### src/rtl/c3x3_pkg.sv
`timescale 1ns / 1ps
// ----------------------------------------------------------------------------
// c3x3_pkg
// Types, constants and helper functions shared by the 3x3 convolution core.
// ----------------------------------------------------------------------------
package c3x3_pkg;

	localparam int MAX_WIDTH_DEF  = 256;
	localparam int MAX_HEIGHT_DEF = 256;

	localparam int CFG_IDX_W  = 3;
	localparam int CFG_DATA_W = 24;
	localparam int SIZE_W     = 9;
	localparam int KROW_W     = 24;

	localparam logic [CFG_IDX_W-1:0] REG_WIDTH  = 3'd0;
	localparam logic [CFG_IDX_W-1:0] REG_HEIGHT = 3'd1;
	localparam logic [CFG_IDX_W-1:0] REG_W_TOP  = 3'd2;
	localparam logic [CFG_IDX_W-1:0] REG_W_MID  = 3'd3;
	localparam logic [CFG_IDX_W-1:0] REG_W_BOT  = 3'd4;

	localparam logic [SIZE_W-1:0] SIZE_RST  = 9'd224;
	localparam logic [KROW_W-1:0] W_TOP_RST = 24'd65274;
	localparam logic [KROW_W-1:0] W_MID_RST = 24'd66814;
	localparam logic [KROW_W-1:0] W_BOT_RST = 24'd131328;

	localparam logic OP_PIXEL = 1'b0;
	localparam logic OP_DRAIN = 1'b1;

	localparam int BYTE_W     = 8;
	localparam int LANE_W     = 9;
	localparam int PIX_W      = 27;
	localparam int COEF_W     = 8;
	localparam int PROD_W     = 17;
	localparam int SUM_W      = 20;
	localparam int POS_W      = 8;
	localparam int FIFO_DEPTH = 4;

	typedef logic [PIX_W-1:0] pix_t;

	typedef struct packed {
		logic [KROW_W-1:0] top;
		logic [KROW_W-1:0] mid;
		logic [KROW_W-1:0] bot;
	} kern_t;

	// Per-item control carried down the pipeline.
	typedef struct packed {
		logic             valid;
		logic             clr;
		logic             top_row;
		logic             emit_a;
		logic             emit_b;
		logic             last;
		logic [POS_W-1:0] row;
		logic [POS_W-1:0] col_a;
		logic [POS_W-1:0] col_b;
	} ctl_t;

	typedef struct packed {
		logic signed [SUM_W-1:0] conv_red;
		logic signed [SUM_W-1:0] conv_green;
		logic signed [SUM_W-1:0] conv_blue;
		logic [POS_W-1:0]        row;
		logic [POS_W-1:0]        col;
		logic                    last;
	} res_t;

	typedef struct packed {
		logic put_a;
		logic put_b;
		res_t a;
		res_t b;
	} push_t;

	// 2*b - 255 in nine bits, two's complement.
	function automatic logic [LANE_W-1:0] center(logic [BYTE_W-1:0] b);
		return {b, 1'b0} - 9'd255;
	endfunction

	function automatic logic signed [LANE_W-1:0] lane(pix_t p, int unsigned ch);
		return $signed(p[LANE_W*ch +: LANE_W]);
	endfunction

	function automatic logic signed [COEF_W-1:0] coef(kern_t k, int unsigned r,
			int unsigned c);
		logic [KROW_W-1:0] w;
		if (r == 0)
			w = k.top;
		else if (r == 1)
			w = k.mid;
		else
			w = k.bot;
		return $signed(w[COEF_W*c +: COEF_W]);
	endfunction

endpackage

### src/rtl/c3x3_res_fifo.sv
`timescale 1ns / 1ps
// ----------------------------------------------------------------------------
// c3x3_res_fifo
// Result queue: takes up to two results per cycle from the pipeline and
// hands one per transfer to the output channel.
// ----------------------------------------------------------------------------
module c3x3_res_fifo import c3x3_pkg::*; (
	input  logic  clk,
	input  logic  arst_n,
	input  logic  en,
	input  push_t push,
	input  logic  res_stall,
	output logic  res_valid,
	output res_t  res,
	output logic  space_ok
);

	localparam int PW    = $clog2(FIFO_DEPTH);
	localparam int CNT_W = $clog2(FIFO_DEPTH + 1);

	res_t             mem [FIFO_DEPTH];
	logic [PW-1:0]    wp_q;
	logic [PW-1:0]    rp_q;
	logic [CNT_W-1:0] count_q;
	logic             put_a;
	logic             put_b;
	logic             pop;
	logic [1:0]       n_push;

	assign put_a     = en && push.put_a;
	assign put_b     = en && push.put_b;
	assign n_push    = {1'b0, put_a} + {1'b0, put_b};
	assign res_valid = (count_q != '0);
	assign pop       = res_valid && !res_stall;
	assign res       = mem[rp_q];
	// Room for the two results a line-end item can add.
	assign space_ok  = (count_q <= CNT_W'(FIFO_DEPTH - 2));

	always_ff @(posedge clk) begin
		if (put_a)
			mem[wp_q] <= push.a;
		else if (put_b)
			mem[wp_q] <= push.b;
		if (put_a && put_b)
			mem[wp_q + PW'(1)] <= push.b;
	end

	always_ff @(posedge clk or negedge arst_n) begin
		if (!arst_n) begin
			wp_q    <= '0;
			rp_q    <= '0;
			count_q <= '0;
		end else begin
			wp_q    <= wp_q + PW'(n_push);
			rp_q    <= rp_q + PW'(pop);
			count_q <= count_q + CNT_W'(n_push) - CNT_W'(pop);
		end
	end

endmodule

### config.mk
export PLATFORM = sky130hd
export DESIGN_NAME = c3x3_res_fifo
export DESIGN_NICKNAME = d
export VERILOG_FILES = /design/src/rtl/c3x3_pkg.sv /design/src/rtl/c3x3_res_fifo.sv
export SDC_FILE = /design/constraint.sdc
export NUM_CORES = 1
export LEC_CHECK = 0
export BUFFER_PORTS_ARGS = -buffer_cell sky130_fd_sc_hd__buf_2
export CAP_MARGIN = 10
export CORE_MARGIN = 2
export CORE_UTILIZATION = 58
export DETAILED_ROUTE_END_ITERATION = 8
export HOLD_SLACK_MARGIN = 0.1
export MAX_ROUTING_LAYER = met4
export PLACE_DENSITY = 0.89
export SYNTH_ARGS = -nofsm -noshare
export SYNTH_HDL_FRONTEND = slang
export SYNTH_SLANG_ARGS = --single-unit
### constraint.sdc
create_clock -name clk -period 8.5 [get_ports clk]
set_input_delay 0.425 -clock clk [delete_from_list [all_inputs] [get_ports clk]]
set_output_delay 0.425 -clock clk [all_outputs]
set_load 0.01 [all_outputs]
## Yosys cells after proc, flatten, opt, wreduce, memory -nomap -nowiden

Memory sizes are Yosys's and may differ from the RTL's.
Cells that the tools add are included.

| operators by class | value |
|---|---|
| reduce and logical (&&, ||, !) cells | 6 |
| bitwise logic cells | 1 |
| add/subtract/negate cells | 6 |
| muxes and demuxes | 8 |
| order comparisons | 1 |

Operators by type and width:

| kind | count |
|---|---|
| $mux W77 | 1 |
| $mux W1 | 7 |
| $logic_and A1 B1 Y1 | 4 |
| $add A3 B2 Y3 | 1 |
| $le A3 B2 Y1 const B | 1 |
| $reduce_bool A3 Y1 | 1 |
| $sub A3 B1 Y3 | 1 |
| $add A1 B1 Y2 | 1 |
| $add A2 B1 Y2 | 1 |
| $add A2 B1 Y2 const B | 1 |
| $add A2 B2 Y2 | 1 |
| $logic_not A1 Y1 | 1 |
| $or A1 B1 Y1 | 1 |

| word-level totals | value |
|---|---|
| memories kept | 1 |
| RAM bits | 308 |
| word-level logic and storage cells | 26 |
| output and inout port bits | 79 |
| bits of input ports | 160 |
| register bits after elaboration | 7 |

Memories:

| memory | depth | bits a word | read ports | clocked after Yosys merged registers in | wr ports | RTL line | source |
|---|---|---|---|---|---|---|---|
| mem | 4 | 77 | 1 | 0 | 2 | c3x3_res_fifo.sv:21 | `res_t mem [FIFO_DEPTH];` |

## Logic depth before layout (Yosys ltp)

| logic depth | value |
|---|---|
| depth after elaboration | 5 |
| mapped depth | 10 |
| mapped depth without buffers | 9 |

## Worst setup path before layout

No wires, ideal clock.

| timing | value |
|---|---|
| path type | input port to flip-flop |
| start point | in en |
| end point | mem mem[3][0] (netlist name), enable pin |
| path slack | 1.096 ns |
| library setup time | 0.630 ns |
| stages | 8 |
| path buffers | 3 |
| data arrival time | 6.773 ns |
| data required time | 7.870 ns |
| cells stage by stage | nand2_1 > inv_1 > ha_1 > buf_2 > nand2b_1 > buf_2 > buf_2 > a21boi_0 |

RTL lines:

| element | RTL line | source |
|---|---|---|
| from (decl) | c3x3_res_fifo.sv:10 | `input logic en,` |
| to (decl) | c3x3_res_fifo.sv:21 |  |

==> flow_metrics.py <==
metrics = {
    "outcome": {
        "status": "finished, final reports clean",
    },
    "pwr": {
        "p_int_w": 0.00370,
        "powerDensity_nw_per_um2": 292,
        "peakVddDrop_v": 0.000194,
        "part_of_the_total_power_dissipated_in_the_clock_network_pct": 24.4,
        "logic_pwr_share_pct": 34.0,
        "report.power.total_w": 0.00554,
        "total_leakage_power_nw": 6.40,
        "power.switching_fraction_pct": 33.3,
        "power_frac_seq_pct": 41.6,
        "reported_net_switching_power_w": 0.00184,
    },
    "drt": {
        "ant_nets": 0,
        "wl_per_cell_um": 25.5,
        "routed-via-count": 12300,
        "detail_route.wirelength_um": 44600,
        "drtPass1Iterations": 6,
        "vias_per_std_cell": 7.00,
        "starting_drt_drc_count": 1526,
        "drc": 0,
    },
    "timing": {
        "timing.clock.skew_ns": 0.0259,
        "setup_total_negative_slack_ns": 0,
        "holdWs_ns": 0.187,
        "timing_worst_slew_pin_value_ns": 1.16,
        "max-slew-margin-rel_pct": 22.8,
        "setup_repair_after_global_routing_missed_its_margin": "false",
        "finalHoldViolCount": 0,
        "final-setup-viol-count": 0,
        "layout_worst_path_cycle_share_pct": 44.0,
        "period_minus_slack_ns": 3.74,
        "finalMaxSlewViolations": 0,
        "max_clock_freq_mhz": 268,
    },
    "global_route": {
        "grt_pass1_wl_um": 68400,
        "grt_util_all_layers_pct": 29.8,
        "antenna_found_initial": 7,
        "grt_start_max_net_pins": 91,
        "grt_pass1_vias": 12400,
        "gr_overflow_total": 0,
    },
    "clocking": {
        "cts_max_path_buffers": 3,
        "ctsHtreeMaxLevel": 1,
        "tritoncts.num_buffers": 31,
        "clock_latency_ns": 0.57,
        "post_cts.resized_instances": 0,
        "clock_sinks": 315,
        "clk_pin_slew_ns": 0.07,
        "clock-root-buffer": "clkbuf_16",
        "cts_tree": "done",
    },
    "critical_path": {
        "crit_path_start_kind": "flip-flop",
        "r2r_setup_slack_ns": 4.76,
        "worstReg2RegStart": "wp_q[1]",
        "worst_setup_path_end_kind": "flip-flop",
        "cp_endpoint": "mem[0][2]",
        "critical_path_peak_fanout": 78,
        "cp.required_ns": 8.67,
        "worst_setup_path_startpoint": "wp_q[1]",
        "worstRegToRegCells": 3,
        "critPathKind": "reg -> reg",
        "worst_ep_arrival_time_ns": 3.90,
        "worst_r2r_endpoint": "mem[0][2]",
    },
    "die": {
        "die_x_um": 174,
        "fp-row-count": 62,
        "die_height_um": 174,
        "fp.coreArea_um2": 28600,
        "fp.dieArea_um2": 30400,
        "top_level_ports": 239,
        "initial_core_utilization_pct": 58.7,
    },
    "placed_design": {
        "place.gp.congestion": 0.820,
        "post-place-cells": 1689,
        "dpl.hpwl_um": 25700,
        "numPortBuffers": 238,
    },
    "synthesis": {
        "synth.avg_cell_area_um2": 14.3,
        "async_reset_ff_share_pct": 2.22,
        "synth-seq-cells": 315,
        "synthTopCellsByArea": "edfxtp_1, mux4_2, o221ai_1, nand2b_1, o221ai_2",
        "synth.net_count": 1341,
        "synth_area_leader_cell": "edfxtp_1",
        "yosys-top-cells-count": "edfxtp_1, o221ai_1, nand2_1, nand2b_1",
        "postSynthCellCount": 1172,
        "synthMostInstantiatedCell": "edfxtp_1",
        "synth_warnings": 0,
        "synth_edf_count": 308,
        "ys_seq_area_share_pct": 56.1,
        "synth_top_area_share_pct": 55.0,
        "post_synth_num_cell_types": 30,
        "mappedNetlistArea_um2": 16800,
        "synth-main-ff-cell": "edfxtp_1",
    },
    "job": {
        "maxCapViolCount": 0,
    },
    "cells_and_area": {
        "fillerInstances": 1957,
        "final_net_count": 1508,
        "layout.cells.non_filler": 1750,
        "core_utilization_of_the_finished_layout_pct": 66.4,
        "area_growth_pct": 13.0,
        "drive_above_1_share_pct": 33.1,
    },
    "hold_path": {
        "worst_hold_path_type": "in -> reg",
        "hold-path-cell-count": 2,
    },
}
-- layout by cell type, fill, tap and decap left out, types with 2 or more instances in the layout --
cell type,count
buf_4,18
clkinv_1,5
bufinv_16,4
mux4_2,77
inv_1,8
dfrtp_4,3
nand2_1,156
clkinv_2,5
nand2b_1,155
clkbuf_16,31
diode_2,8
clkbuf_1,5
o221ai_1,171
ha_1,7
o2bb2ai_1,77
and3b_4,2
buf_2,238
xnor2_1,4
o221ai_2,60
dfrtp_1,4
edfxtp_1,308
-- cells by family (layout without fill, tap and decap cells) --
kind of cell | after synthesis | in the layout | share of synthesized area (%)
other | 0 | 8 | 0
AO/OA/AOI/OAI | 313 | 313 | 18.5
flip-flops | 315 | 315 | 56.1
buffers and inverters | 131 | 317 | 4.41
multiplexers | 77 | 77 | 10.3
AND/OR/NAND/NOR | 322 | 322 | 9.73
adder cells (fa/ha/maj) | 9 | 9 | 0.715
XOR/XNOR | 5 | 5 | 0.261
-- worst min path at each step --
stage / startpoint / endpoint / slack (ns)
floorplan: arst_n / count_q[0] / 0.13
global placement: arst_n / count_q[2] / 0.27
detailed placement: arst_n / count_q[0] / 0.27
CTS: push[27] / mem[0][27] / 0.17
global route: push[27] / mem[0][27] / 0.17
finish: push[27] / mem[0][27] / 0.19
-- power groups by stage --
stage | Clock, W | Combinational (W) | Sequential [W]
3_3_place_gp | 0 | 0.00183 | 0.00231
2_1_floorplan | 0 | 0.00141 | 0.00219
4_1_cts | 0.00135 | 0.00188 | 0.00231
6_report | 0.00135 | 0.00189 | 0.00231
3_5_place_dp | 0 | 0.00187 | 0.00234
5_1_grt | 0.00141 | 0.00201 | 0.00234
-- metal layers --
metal	GRT usage (%)	up-vias	wire [um]
met5	-	-	0
met4	13.0	0	1420
met3	4.77	106	4860
met2	48.1	929	22100
met1	37.7	6012	16300
li1	-	5208	-
-- through the flow --
| step | setup slack, ns | area (um^2) |
|---|---|---|
| global route | 4.62 | 19000 |
| detailed placement | 4.61 | 18000 |
| global placement | 4.63 | 18000 |
| floorplan | 1.10 | 16800 |
| CTS | 4.79 | 19000 |
| finish | 4.76 | 19000 |
-- registers in the layout, indices dropped and copies added (netlist names) --
name	flops
mem	308
count_q	3
rp_q	2
wp_q	2
-- area by class of cell --
cell class / count / area, um^2 / area share, %
antenna: 8 / 20.0 / 0.105
clock buffer: 36 / 795 / 4.18
clock inverter: 16 / 180 / 0.948
inverter: 8 / 30.0 / 0.158
multi-input combinational: 726 / 6720 / 35.4
sequential: 315 / 9440 / 49.7
tap: 384 / 480 / 2.53
timing repair buffer: 257 / 1340 / 7.03
-- critical path: stages (launching register included) --
cell,delay [ns]
dfrtp_4,0.94
and3_4,1.08
or2_4,0.54
buf_4,0.75
-- what timing repair did --
action                    CTS  global route
hold buffers                1             0
hold endpoints to repair    7             0
setup buffers               0             0
No activity file was read; power rests on OpenSTA's default activity.
