`src/rtl/c3x3_pkg.sv`:
```
`timescale 1ns / 1ps
// ----------------------------------------------------------------------------
// c3x3_pkg
// Types, constants and helper functions shared by the 3x3 convolution core.
// ----------------------------------------------------------------------------
package c3x3_pkg;

	localparam int MAX_WIDTH_DEF  = 256;
	localparam int MAX_HEIGHT_DEF = 256;

	localparam int CFG_IDX_W  = 3;
	localparam int CFG_DATA_W = 24;
	localparam int SIZE_W     = 9;
	localparam int KROW_W     = 24;

	localparam logic [CFG_IDX_W-1:0] REG_WIDTH  = 3'd0;
	localparam logic [CFG_IDX_W-1:0] REG_HEIGHT = 3'd1;
	localparam logic [CFG_IDX_W-1:0] REG_W_TOP  = 3'd2;
	localparam logic [CFG_IDX_W-1:0] REG_W_MID  = 3'd3;
	localparam logic [CFG_IDX_W-1:0] REG_W_BOT  = 3'd4;

	localparam logic [SIZE_W-1:0] SIZE_RST  = 9'd224;
	localparam logic [KROW_W-1:0] W_TOP_RST = 24'd65274;
	localparam logic [KROW_W-1:0] W_MID_RST = 24'd66814;
	localparam logic [KROW_W-1:0] W_BOT_RST = 24'd131328;

	localparam logic OP_PIXEL = 1'b0;
	localparam logic OP_DRAIN = 1'b1;

	localparam int BYTE_W     = 8;
	localparam int LANE_W     = 9;
	localparam int PIX_W      = 27;
	localparam int COEF_W     = 8;
	localparam int PROD_W     = 17;
	localparam int SUM_W      = 20;
	localparam int POS_W      = 8;
	localparam int FIFO_DEPTH = 4;

	typedef logic [PIX_W-1:0] pix_t;

	typedef struct packed {
		logic [KROW_W-1:0] top;
		logic [KROW_W-1:0] mid;
		logic [KROW_W-1:0] bot;
	} kern_t;

	// Per-item control carried down the pipeline.
	typedef struct packed {
		logic             valid;
		logic             clr;
		logic             top_row;
		logic             emit_a;
		logic             emit_b;
		logic             last;
		logic [POS_W-1:0] row;
		logic [POS_W-1:0] col_a;
		logic [POS_W-1:0] col_b;
	} ctl_t;

	typedef struct packed {
		logic signed [SUM_W-1:0] conv_red;
		logic signed [SUM_W-1:0] conv_green;
		logic signed [SUM_W-1:0] conv_blue;
		logic [POS_W-1:0]        row;
		logic [POS_W-1:0]        col;
		logic                    last;
	} res_t;

	typedef struct packed {
		logic put_a;
		logic put_b;
		res_t a;
		res_t b;
	} push_t;

	// 2*b - 255 in nine bits, two's complement.
	function automatic logic [LANE_W-1:0] center(logic [BYTE_W-1:0] b);
		return {b, 1'b0} - 9'd255;
	endfunction

	function automatic logic signed [LANE_W-1:0] lane(pix_t p, int unsigned ch);
		return $signed(p[LANE_W*ch +: LANE_W]);
	endfunction

	function automatic logic signed [COEF_W-1:0] coef(kern_t k, int unsigned r,
			int unsigned c);
		logic [KROW_W-1:0] w;
		if (r == 0)
			w = k.top;
		else if (r == 1)
			w = k.mid;
		else
			w = k.bot;
		return $signed(w[COEF_W*c +: COEF_W]);
	endfunction

endpackage

```
`src/rtl/c3x3_ctrl.sv`:
```
`timescale 1ns / 1ps
// ----------------------------------------------------------------------------
// c3x3_ctrl
// Configuration registers, raster counters and the input stage: decides
// which results an item causes and registers it into the first stage.
// ----------------------------------------------------------------------------
module c3x3_ctrl import c3x3_pkg::*; #(
	parameter int MAX_WIDTH  = MAX_WIDTH_DEF,
	parameter int MAX_HEIGHT = MAX_HEIGHT_DEF,
	localparam int AW = $clog2(MAX_WIDTH)
) (
	input  logic                  clk,
	input  logic                  arst_n,
	input  logic                  en,
	input  logic                  cfg_we,
	input  logic [CFG_IDX_W-1:0]  cfg_index,
	input  logic [CFG_DATA_W-1:0] cfg_data,
	input  logic                  pix_valid,
	input  logic                  op,
	input  logic [BYTE_W-1:0]     red,
	input  logic [BYTE_W-1:0]     green,
	input  logic [BYTE_W-1:0]     blue,
	output kern_t                 kern,
	output logic [AW-1:0]         rd_addr,
	output ctl_t                  ctl_s1,
	output pix_t                  pix_s1,
	output logic [AW-1:0]         addr_s1
);

	localparam int CW  = $clog2(MAX_WIDTH + 1);
	localparam int RW  = $clog2(MAX_HEIGHT + 1);
	localparam int WCW = (CW > SIZE_W) ? CW : SIZE_W;
	localparam int HCW = (RW > SIZE_W) ? RW : SIZE_W;
	localparam int RXW = (RW > POS_W) ? RW : POS_W;
	localparam int CXW = (CW > POS_W) ? CW : POS_W;

	logic [SIZE_W-1:0] width_q;
	logic [SIZE_W-1:0] height_q;
	kern_t             kern_q;
	logic [RW-1:0]     row_q;
	logic [AW-1:0]     col_q;
	logic [AW-1:0]     drain_q;

	logic [WCW-1:0] w_ext;
	logic [HCW-1:0] h_ext;
	logic [CW-1:0]  w_eff;
	logic [RW-1:0]  h_eff;
	logic           is_drain;
	logic           row_done;
	logic           act;
	logic           take;
	logic           restart;
	logic           wrap;
	logic [CW-1:0]  c_raw;
	logic [CW-1:0]  c_cur;
	logic [CW-1:0]  c_next;
	logic [CW-1:0]  c_m1;
	logic [RW-1:0]  r_cur;
	logic [RW-1:0]  r_m1;
	logic [RXW-1:0] r_x;
	logic [CXW-1:0] ca_x;
	logic [CXW-1:0] cb_x;
	ctl_t           ctl_d;
	pix_t           pix_d;

	assign kern = kern_q;

	// Sizes are clamped to the range the line stores can hold.
	always_comb begin
		w_ext = WCW'(width_q);
		h_ext = HCW'(height_q);
		if (w_ext < WCW'(2))
			w_eff = CW'(2);
		else if (w_ext > WCW'(MAX_WIDTH))
			w_eff = CW'(MAX_WIDTH);
		else
			w_eff = CW'(w_ext);
		if (h_ext < HCW'(2))
			h_eff = RW'(2);
		else if (h_ext > HCW'(MAX_HEIGHT))
			h_eff = RW'(MAX_HEIGHT);
		else
			h_eff = RW'(h_ext);
	end

	always_comb begin
		is_drain = (op == OP_DRAIN);
		row_done = (row_q >= h_eff);
		// Pixels past the last row and drains before it are dropped.
		act      = is_drain ? row_done : !row_done;
		take     = pix_valid && en && act;
		c_raw    = is_drain ? CW'(drain_q) : CW'(col_q);
		r_cur    = is_drain ? h_eff : row_q;
		c_cur    = (c_raw >= w_eff) ? (w_eff - CW'(1)) : c_raw;
		c_next   = c_cur + CW'(1);
		wrap     = (c_next >= w_eff);
		c_m1     = c_cur - CW'(1);
		r_m1     = r_cur - RW'(1);
		r_x      = RXW'(r_m1);
		ca_x     = CXW'(c_m1);
		cb_x     = CXW'(c_cur);
		rd_addr  = c_cur[AW-1:0];
		pix_d    = is_drain ? '0 : {center(blue), center(green), center(red)};

		ctl_d.valid   = take;
		ctl_d.clr     = (c_cur == '0);
		ctl_d.top_row = (r_cur == '0);
		ctl_d.emit_a  = (r_cur != '0) && (c_cur != '0);
		ctl_d.emit_b  = (r_cur != '0) && (c_cur == (w_eff - CW'(1)));
		ctl_d.last    = (r_cur == h_eff);
		ctl_d.row     = r_x[POS_W-1:0];
		ctl_d.col_a   = ca_x[POS_W-1:0];
		ctl_d.col_b   = cb_x[POS_W-1:0];

		restart = cfg_we && ((cfg_index == REG_WIDTH) || (cfg_index == REG_HEIGHT));
	end

	always_ff @(posedge clk or negedge arst_n) begin
		if (!arst_n) begin
			width_q    <= SIZE_RST;
			height_q   <= SIZE_RST;
			kern_q.top <= W_TOP_RST;
			kern_q.mid <= W_MID_RST;
			kern_q.bot <= W_BOT_RST;
		end else if (cfg_we) begin
			unique case (cfg_index)
				REG_WIDTH:  width_q    <= cfg_data[SIZE_W-1:0];
				REG_HEIGHT: height_q   <= cfg_data[SIZE_W-1:0];
				REG_W_TOP:  kern_q.top <= cfg_data[KROW_W-1:0];
				REG_W_MID:  kern_q.mid <= cfg_data[KROW_W-1:0];
				REG_W_BOT:  kern_q.bot <= cfg_data[KROW_W-1:0];
				default: ;
			endcase
		end
	end

	always_ff @(posedge clk or negedge arst_n) begin
		if (!arst_n) begin
			row_q   <= '0;
			col_q   <= '0;
			drain_q <= '0;
		end else if (restart) begin
			row_q   <= '0;
			col_q   <= '0;
			drain_q <= '0;
		end else if (take) begin
			if (!is_drain) begin
				if (wrap) begin
					col_q <= '0;
					row_q <= r_cur + RW'(1);
				end else begin
					col_q <= c_next[AW-1:0];
				end
			end else begin
				if (wrap) begin
					drain_q <= '0;
					row_q   <= '0;
					col_q   <= '0;
				end else begin
					drain_q <= c_next[AW-1:0];
				end
			end
		end
	end

	always_ff @(posedge clk or negedge arst_n) begin
		if (!arst_n)
			ctl_s1 <= '0;
		else if (en)
			ctl_s1 <= ctl_d;
	end

	always_ff @(posedge clk) begin
		if (en) begin
			pix_s1  <= pix_d;
			addr_s1 <= c_cur[AW-1:0];
		end
	end

endmodule

```
`config.mk`:
```
export PLATFORM = sky130hd
export DESIGN_NAME = c3x3_ctrl
export DESIGN_NICKNAME = d
export VERILOG_FILES = /design/src/rtl/c3x3_pkg.sv /design/src/rtl/c3x3_ctrl.sv
export SDC_FILE = /design/constraint.sdc
export NUM_CORES = 1
export LEC_CHECK = 0
export BUFFER_PORTS_ARGS = -buffer_cell sky130_fd_sc_hd__buf_2
export CAP_MARGIN = 20
export CORE_MARGIN = 2
export CORE_UTILIZATION = 55
export CTS_CLUSTER_SIZE = 14
export DETAILED_ROUTE_END_ITERATION = 10
export GPL_TIMING_DRIVEN = 0
export PLACE_DENSITY = 0.87
export SLEW_MARGIN = 20
export SYNTH_ARGS = -nofsm -noshare
export SYNTH_HDL_FRONTEND = slang
export SYNTH_SLANG_ARGS = --single-unit
```
`constraint.sdc`:
```
create_clock -name clk -period 7.1 [get_ports clk]
set_input_delay 1.065 -clock clk [delete_from_list [all_inputs] [get_ports clk]]
set_output_delay 1.065 -clock clk [all_outputs]
set_load 0.1 [all_outputs]
```
* Yosys cells after proc, flatten, opt, wreduce, memory -nomap -nowiden *
Index checks and enable logic that the tools add are counted.

operators by class
  $add $sub $neg = 8
  reduce and logical (&&, ||, !) cells = 23
  eq/ne operators = 7
  order comparisons = 7
  muxes and demuxes = 21

operators with widths
  cell                   count
  $mux W9                11
  $mux W8                9
  $sub A9 B8 Y9 const B  3
  $add A9 B1 Y9 const B  2
  $eq A9 B9 Y1           2
  $ge A9 B9 Y1           2
  $gt A9 B9 Y1 const B   2
  $logic_not A9 Y1       2
  $lt A9 B2 Y1 const B   2
  $reduce_bool A9 Y1     2
  $reduce_and A2 Y1      8
  $sub A8 B1 Y8 const B  2
  $ge A8 B9 Y1           1
  $sub A9 B1 Y9 const B  1
  $eq A3 B2 Y1 const B   2
  $reduce_bool A2 Y1     3
  $logic_and A1 B1 Y1    5
  $eq A3 B1 Y1 const B   1
  $eq A3 B3 Y1 const B   1
  $logic_not A3 Y1       1
  $ne A3 B1 Y1 const B   1
  $logic_not A1 Y1       1
  $logic_or A1 B1 Y1     1
  $mux W1                1

storage, ports and cells
  output and inout port bits = 145
  flip-flop bits (word level) = 180
  input port bits = 57
  word-level logic and storage cells = 85

* Depth between registers and ports, before layout *
Gate-level depths: netlist of the first run.

  word-level depth = 11
  depth in mapped cells = 28

* Worst setup path before layout of the first run *
Ideal clock, no wire load.

  path type = input -> register
  start = input op
  end = register col_q[0]
  path slack = 0.613 ns
  stages on the path = 22
  data arrival time = 6.417 ns
  buffers on the path = 3
  path through = buf_2 -> clkbuf_8 -> mux2i_1 -> inv_1 -> ha_1 -> a21o_1 -> a31oi_1 -> o21a_1 -> nor2_1 -> buf_6 -> mux2i_1 -> ha_1 -> nand3_1 -> o41ai_1 -> xor2_1 -> ha_1 -> o2111a_1 -> a2111oi_0 -> o21bai_1 -> and3_1 -> o21bai_1 -> a32o_1

RTL lines
  element               line              source
  from (decl)           c3x3_ctrl.sv:19   input logic op,
  to (signal assigned)  c3x3_ctrl.sv:152  col_q <= c_next[AW-1:0];
  to (decl)             c3x3_ctrl.sv:41   logic [AW-1:0] col_q;

==> summary.txt, run 1 <==
Place
  • Cells after DPL: 1178
  • Number of buffers inserted by port buffering: 201
  • GPL Wtd Cong: 0.961
  • Dpl ws: -1.05 ns
  • HPWL after DPL: 16.5 mm

Timing
  • Slew Limit Headroom: 32.6%
  • Worst Tran Pin Value: 0.998 ns
  • Final Max Tran Viols: 0
  • Final hold vios: 0
  • Fmax: 0.151 GHz
  • Setup ws final: 0.462 ns
  • Setup-failing EPs final: 0
  • Period utilisation layout: 93.5%
  • Final Critical Period: 6.64 ns
  • Final Skew: 0.00698 ns

Critical path
  • Crit. End Element: flip-flop
  • Data required, critical path: 7.46 ns
  • Crit path kind: input port to flip-flop
  • Worst EP arrival: 7.00 ns
  • Reg-to-reg slack, setup: 0.66 ns
  • Crit path max fanout: 10
  • Setup crit start: op
  • Crit path launch type: input port
  • R2R Path Start: w_ext[5]

Run status
  • Status: complete, no violations

Clock network
  • Total CTS buffers: 17
  • Hold_buf cts: 0
  • Clk slew on worst S/H paths: 0.07 ns
  • CTS tree: done
  • CTS H-Tree Depth: 4
  • Sink Count: 178
  • Root Driver: clkbuf_16
  • Max clock buf depth: 2
  • Clk_lat worst skew: 0.43 ns

Global route
  • Largest net degree at the start of global routing: 76
  • Global route overflow: 0
  • Gr usage total: 25.8%
  • Vias in the first global route: 6919
  • First-pass GRT wire length: 36.1 mm
  • Antenna violations before repair: 0

Logic synthesis
  • Post-synth EDFFs: 33
  • Synth Flop Type: dfrtp_1
  • Synth warn: 0
  • Mean Syn Cell Area: 12.0 um^2
  • #FFs+latches synth: 178
  • Synth Net Count: 846
  • Cell Area, Synth: 9100 um^2
  • Synth area leaders: dfrtp_1 (32%), mux2_2 (13%), edfxtp_1 (11%)
  • Mapped Cells: 756
  • FFs w/ async S/R, synth: 81.5%
  • Synth unique cells: 77
  • Register area share after synthesis: 51.2%
  • Post-synth top area share: 31.6%
  • Post-synthesis cell type with the largest combined area: dfrtp_1

Detailed routing
  • 1st-iter DRT viols: 430
  • DRC Markers: 0
  • First-pass detailed-route iteration total: 6
  • Avg Vias per Cell: 5.70
  • Post-route ant nets: 0
  • Vias: 6895
  • WL per Instance: 18.5 um
  • Final WL: 22.4 mm

Floorplanning
  • Row Count: 47
  • Die area: 17600 um^2
  • Starting Density: 55.7%
  • DIE HEIGHT: 133 um
  • Die width: 133 um
  • Total core area: 16300 um^2
  • Boundary Pins: 202

Cells and area
  • Area growth syn-to-layout: 22.2%
  • Layout cell share with drive strength beyond 1: 42.8%
  • # nets final: 1066
  • N_diodes: 0
  • Cell Count, Final, Fillers Out: 1209
  • Core Util, Final: 68.0%

Flow run
  • Number of max-cap violations: 0

Min path
  • Min-delay worst type: flip-flop to flip-flop
  • HP Start: ctl_s1[27]
==> cells in the mapped netlist (11+ instances only) <==
| cell type | instances |
|---|---|
| dfrtp_1 | 115 |
| mux2_2 | 109 |
| nand2_1 | 35 |
| edfxtp_1 | 33 |
| ha_1 | 33 |
| nor2_1 | 33 |
| nor2b_1 | 31 |
| dfstp_2 | 30 |
| inv_1 | 30 |
| a21oi_1 | 25 |
| o21ai_0 | 24 |
| xnor2_1 | 19 |
| mux2i_1 | 18 |
| nor3_1 | 18 |
| clkbuf_1 | 16 |
| buf_4 | 12 |
| nand3_1 | 12 |
| xor2_1 | 11 |
==> sequential cells by signal, indices dropped and copies added, names as in the netlist <==
register / cells
row_q: 9
ctl_s1: 30
col_q: 8
pix_s1: 25
addr_s1: 8
kern: 72
h_ext: 9
drain_q: 8
w_ext: 9
==> worst max-delay path: stages <==
cell       delay (ns)
buf_2            0.08
buf_2            0.32
clkbuf_8         0.27
mux2i_4          0.37
inv_1            0.22
ha_1             0.33
a21o_1           0.16
a31oi_1          0.18
o21a_1           0.24
nor2_2           0.11
buf_6            0.16
clkbuf_8         0.17
a21oi_2          0.28
ha_2             0.32
nand3_1          0.13
o41ai_1          0.39
xor2_1           0.28
ha_1             0.29
o2111a_1         0.12
a2111oi_1        0.45
o21bai_1         0.27
and3_1           0.28
o21bai_4         0.26
a32o_1           0.23
==> placed cells by master, fill, tap and decap left out, drive strengths merged, types with 11 or more instances in the layout <==
cell type and n:
a21oi 25, buf 225, clkbuf 37, dfrtp 115, dfstp 30, edfxtp 33
ha 33, inv 38, mux2 109, mux2i 18, nand2 35, nand3 12
nor2 33, nor2b 31, nor3 20, o21ai 27, xnor2 19, xor2 11
==> layer usage <==
| metal | share of wire (%) | routed length (um) | global-route usage, % |
|---|---|---|---|
| met5 | 0 | 0 | 0 |
| met4 | 1.2 | 278 | 7.35 |
| met3 | 9.3 | 2080 | 7.55 |
| met2 | 47 | 10500 | 40.4 |
| met1 | 43 | 9540 | 35.3 |
==> per-stage QoR <==
stage | hold slack, ns | instance area (um^2) | setup TNS (ns)
3_3_place_gp | 0.465 | 10400 | -23.73
3_5_place_dp | 0.485 | 10400 | -24.26
2_1_floorplan | 0.468 | 9100 | 0
4_1_cts | 0.500 | 11100 | 0
6_report | 0.494 | 11100 | 0
5_1_grt | 0.517 | 11100 | -0.00879
==> final timing paths <==
check,cells after the start,to
setup / recovery,24,col_q[1]
hold / removal,1,ctl_s1[27]
setup reg to reg,23,col_q[1]
hold reg to reg,1,ctl_s1[27]
max in group asynchronous,2,h_ext[5]
min in group asynchronous,1,ctl_s1[13]
==> kinds of logic after synthesis <==
logic type	count (synthesis)	share of synthesized area, %
AOI/OAI and AO/OA	132	10.5
xor gates and xnor gates	30	2.89
adders and majority gates	33	4.54
buffers and inverters	75	4.39
DFF	178	51.2
muxes	127	15.5
and+or+nand+nor	181	11.0
==> layout make-up <==
type                            count  area (um^2)
Timing Repair Buffer              203         1050
Clock buffer                       17          425
Multi-Input combinational cell    503         4130
Tap cell                          220          275
Buffer                             42          275
Sequential cell                   178         4660
Clock inverter                     15          191
Fill cell                        1229         5230
Inverter                           31          116
==> repair_timing <==
item | 4_1_cts | 5_1_grt
setup endpoints to repair | 25 | 25
hold endpoints to repair | 0 | 0
pin swaps | 0 | 2
resized for setup | 7 | 10
setup buffers | 0 | 1
Power of run 1 is not shown: default switching activity piles up to over one toggle a cycle in this logic, so the estimate is an artifact.
==> run 2, diff against run 1 <==
--- a/config.mk
+++ b/config.mk
@@ -7,12 +7,13 @@
 export LEC_CHECK = 0
 export BUFFER_PORTS_ARGS = -buffer_cell sky130_fd_sc_hd__buf_2
 export CAP_MARGIN = 20
+export CORE_ASPECT_RATIO = 1.2
 export CORE_MARGIN = 2
-export CORE_UTILIZATION = 55
+export CORE_UTILIZATION = 35
 export CTS_CLUSTER_SIZE = 14
 export DETAILED_ROUTE_END_ITERATION = 10
 export GPL_TIMING_DRIVEN = 0
-export PLACE_DENSITY = 0.87
+export PLACE_DENSITY = 0.62
 export SLEW_MARGIN = 20
 export SYNTH_ARGS = -nofsm -noshare
 export SYNTH_HDL_FRONTEND = slang
==> summary.txt, run 2 (synthesis gave the netlist of run 1 again) <==
Run status
  • Status: complete, no violations

Timing
  • Final Max Tran Viols: 0
  • Period utilisation layout: 95.3%
  • RSZ-0062 raised after global routing: false
  • Setup-failing EPs final: 0
  • Final hold vios: 0
  • Setup TNS: 0 ns
  • Final Skew: 0.0139 ns
  • Final Critical Period: 6.77 ns
  • Worst Tran Pin Value: 0.969 ns
  • Fmax: 0.148 GHz
  • Setup ws final: 0.332 ns
  • Slew Limit Headroom: 34.6%

Detailed routing
  • DRC Markers: 0
  • Post-route ant nets: 0
  • 1st-iter DRT viols: 304
  • WL per Instance: 17.7 um
  • Final WL: 23.4 mm
  • Vias: 6829
  • Avg Vias per Cell: 5.17
  • First-pass detailed-route iteration total: 5

Global route
  • First-pass GRT wire length: 37.1 mm
  • Gr usage total: 17.2%
  • Vias in the first global route: 6814
  • Antenna violations before repair: 0
  • Largest net degree at the start of global routing: 80
  • Global route overflow: 0

Critical path
  • Data required, critical path: 7.48 ns
  • Crit path kind: input port to flip-flop
  • Crit path max fanout: 10
  • Worst EP arrival: 7.15 ns
  • Crit path launch type: input port
  • Crit. End Element: flip-flop

Clock network
  • Root Driver: clkbuf_16
  • CTS H-Tree Depth: 4
  • Clk_lat worst skew: 0.45 ns
  • Sink Count: 178
  • Clk slew on worst S/H paths: 0.07 ns
  • Total CTS buffers: 17
  • CTS tree: done
  • Max clock buf depth: 2
  • Hold_buf cts: 0

Place
  • GPL Wtd Cong: 0.890
  • Cells after DPL: 1288
  • Dpl ws: -1.38 ns
  • Number of buffers inserted by port buffering: 201
  • HPWL after DPL: 17.2 mm

Floorplanning
  • Die area: 27300 um^2
  • DIE HEIGHT: 181 um
  • Total core area: 25500 um^2
  • Starting Density: 35.6%
  • Die width: 151 um
  • Row Count: 64
  • Boundary Pins: 202

Cells and area
  • Area growth syn-to-layout: 23.8%
  • Core Util, Final: 44.1%
  • Commonest non-fill, non-tap cells in the layout: buf_2 (204), dfrtp_1 (115), mux2_2 (109), nand2_1 (35), edfxtp_1 (33)
  • Layout cell share with drive strength beyond 1: 42.7%
  • FF+latch area: 4660 um^2
  • Number of flip-flops in the largest register: 72
  • FILL cells: 2424
  • N_diodes: 0
  • Most common cell after layout, fill and taps aside: buf_2
  • Cell Count, Final, Fillers Out: 1321
  • Area occupied by multi-input gates: 4110 um^2
  • # nets final: 1068

Flow run
  • Number of max-cap violations: 0

Min path
  • Min-delay worst type: flip-flop to flip-flop
[run 2: cell types whose count changed in the layout (fill, tap and decap cells not counted), sizes merged]
cell,before,now
clkbuf,37,41
clkinv,6,4
inv,38,36
buf,225,226
bufinv,1,2
[run 2: final timing paths]
check / startpoint / to / slack (ns) / cells after the start
max in group asynchronous: arst_n / kern[62] / 5.72 / 2
worst min-delay path: ctl_s1[27] / ctl_s1[27] / 0.48 / 1
min in group asynchronous: arst_n / kern[1] / 0.60 / 1
worst max-delay path: op / row_q[8] / 0.33 / 26
worst max register to register: w_ext[5] / row_q[8] / 0.55 / 25
worst min register to register: ctl_s1[27] / ctl_s1[27] / 0.48 / 1
[run 2: worst max-delay path, stage by stage]
cell and delay (ns):
buf_2 0.09, buf_2 0.30, clkbuf_8 0.26, mux2i_4 0.39, inv_1 0.23, ha_1 0.34, a21o_1 0.16, a31oi_1 0.21
o21a_1 0.26, nor2_2 0.11, buf_6 0.17, clkbuf_8 0.17, a21oi_2 0.27, ha_2 0.31, nand3_1 0.15, o41ai_1 0.39
xor2_1 0.12, buf_4 0.16, ha_1 0.29, o2111a_1 0.17, a2111oi_1 0.09, o21ba_1 0.26, or4_1 0.50, clkbuf_1 0.20
nor4_1 0.31, o22a_1 0.16
[run 2: stage by stage]
stage	hold slack [ns]	cell area, um^2
final	0.480	11300
after global routing	0.516	11300
after CTS	0.481	11200
after detailed placement	0.466	10600
after global placement	0.458	10500
after floorplan	0.468	9100
[run 2: final cells by class]
cell class | count | share of cell area (%)
multi-input combinational | 503 | 36.5
buffer | 43 | 2.48
clock buffer | 20 | 4.19
inverter | 31 | 1.03
clock inverter | 12 | 1.45
timing repair buffer | 204 | 9.39
sequential | 178 | 41.3
tap | 330 | 3.66
[run 2: what timing repair did]
item,in CTS,in global routing
pin swaps,0,1
setup endpoints to repair,25,25
gates resized for setup,11,3
setup buffers,0,2
gates cloned,0,0
[run 2: routing by layer]
layer  global-route usage (%)  vias up  wire length [um]
met2                     27.3      228             10900
met3                     5.29       20              1750
met4                     4.52        0               289
li1                         -     3189                 -
met5                        0        -                 0
met1                     22.8     3392             10400
Power of run 2 is left out for the same reason.
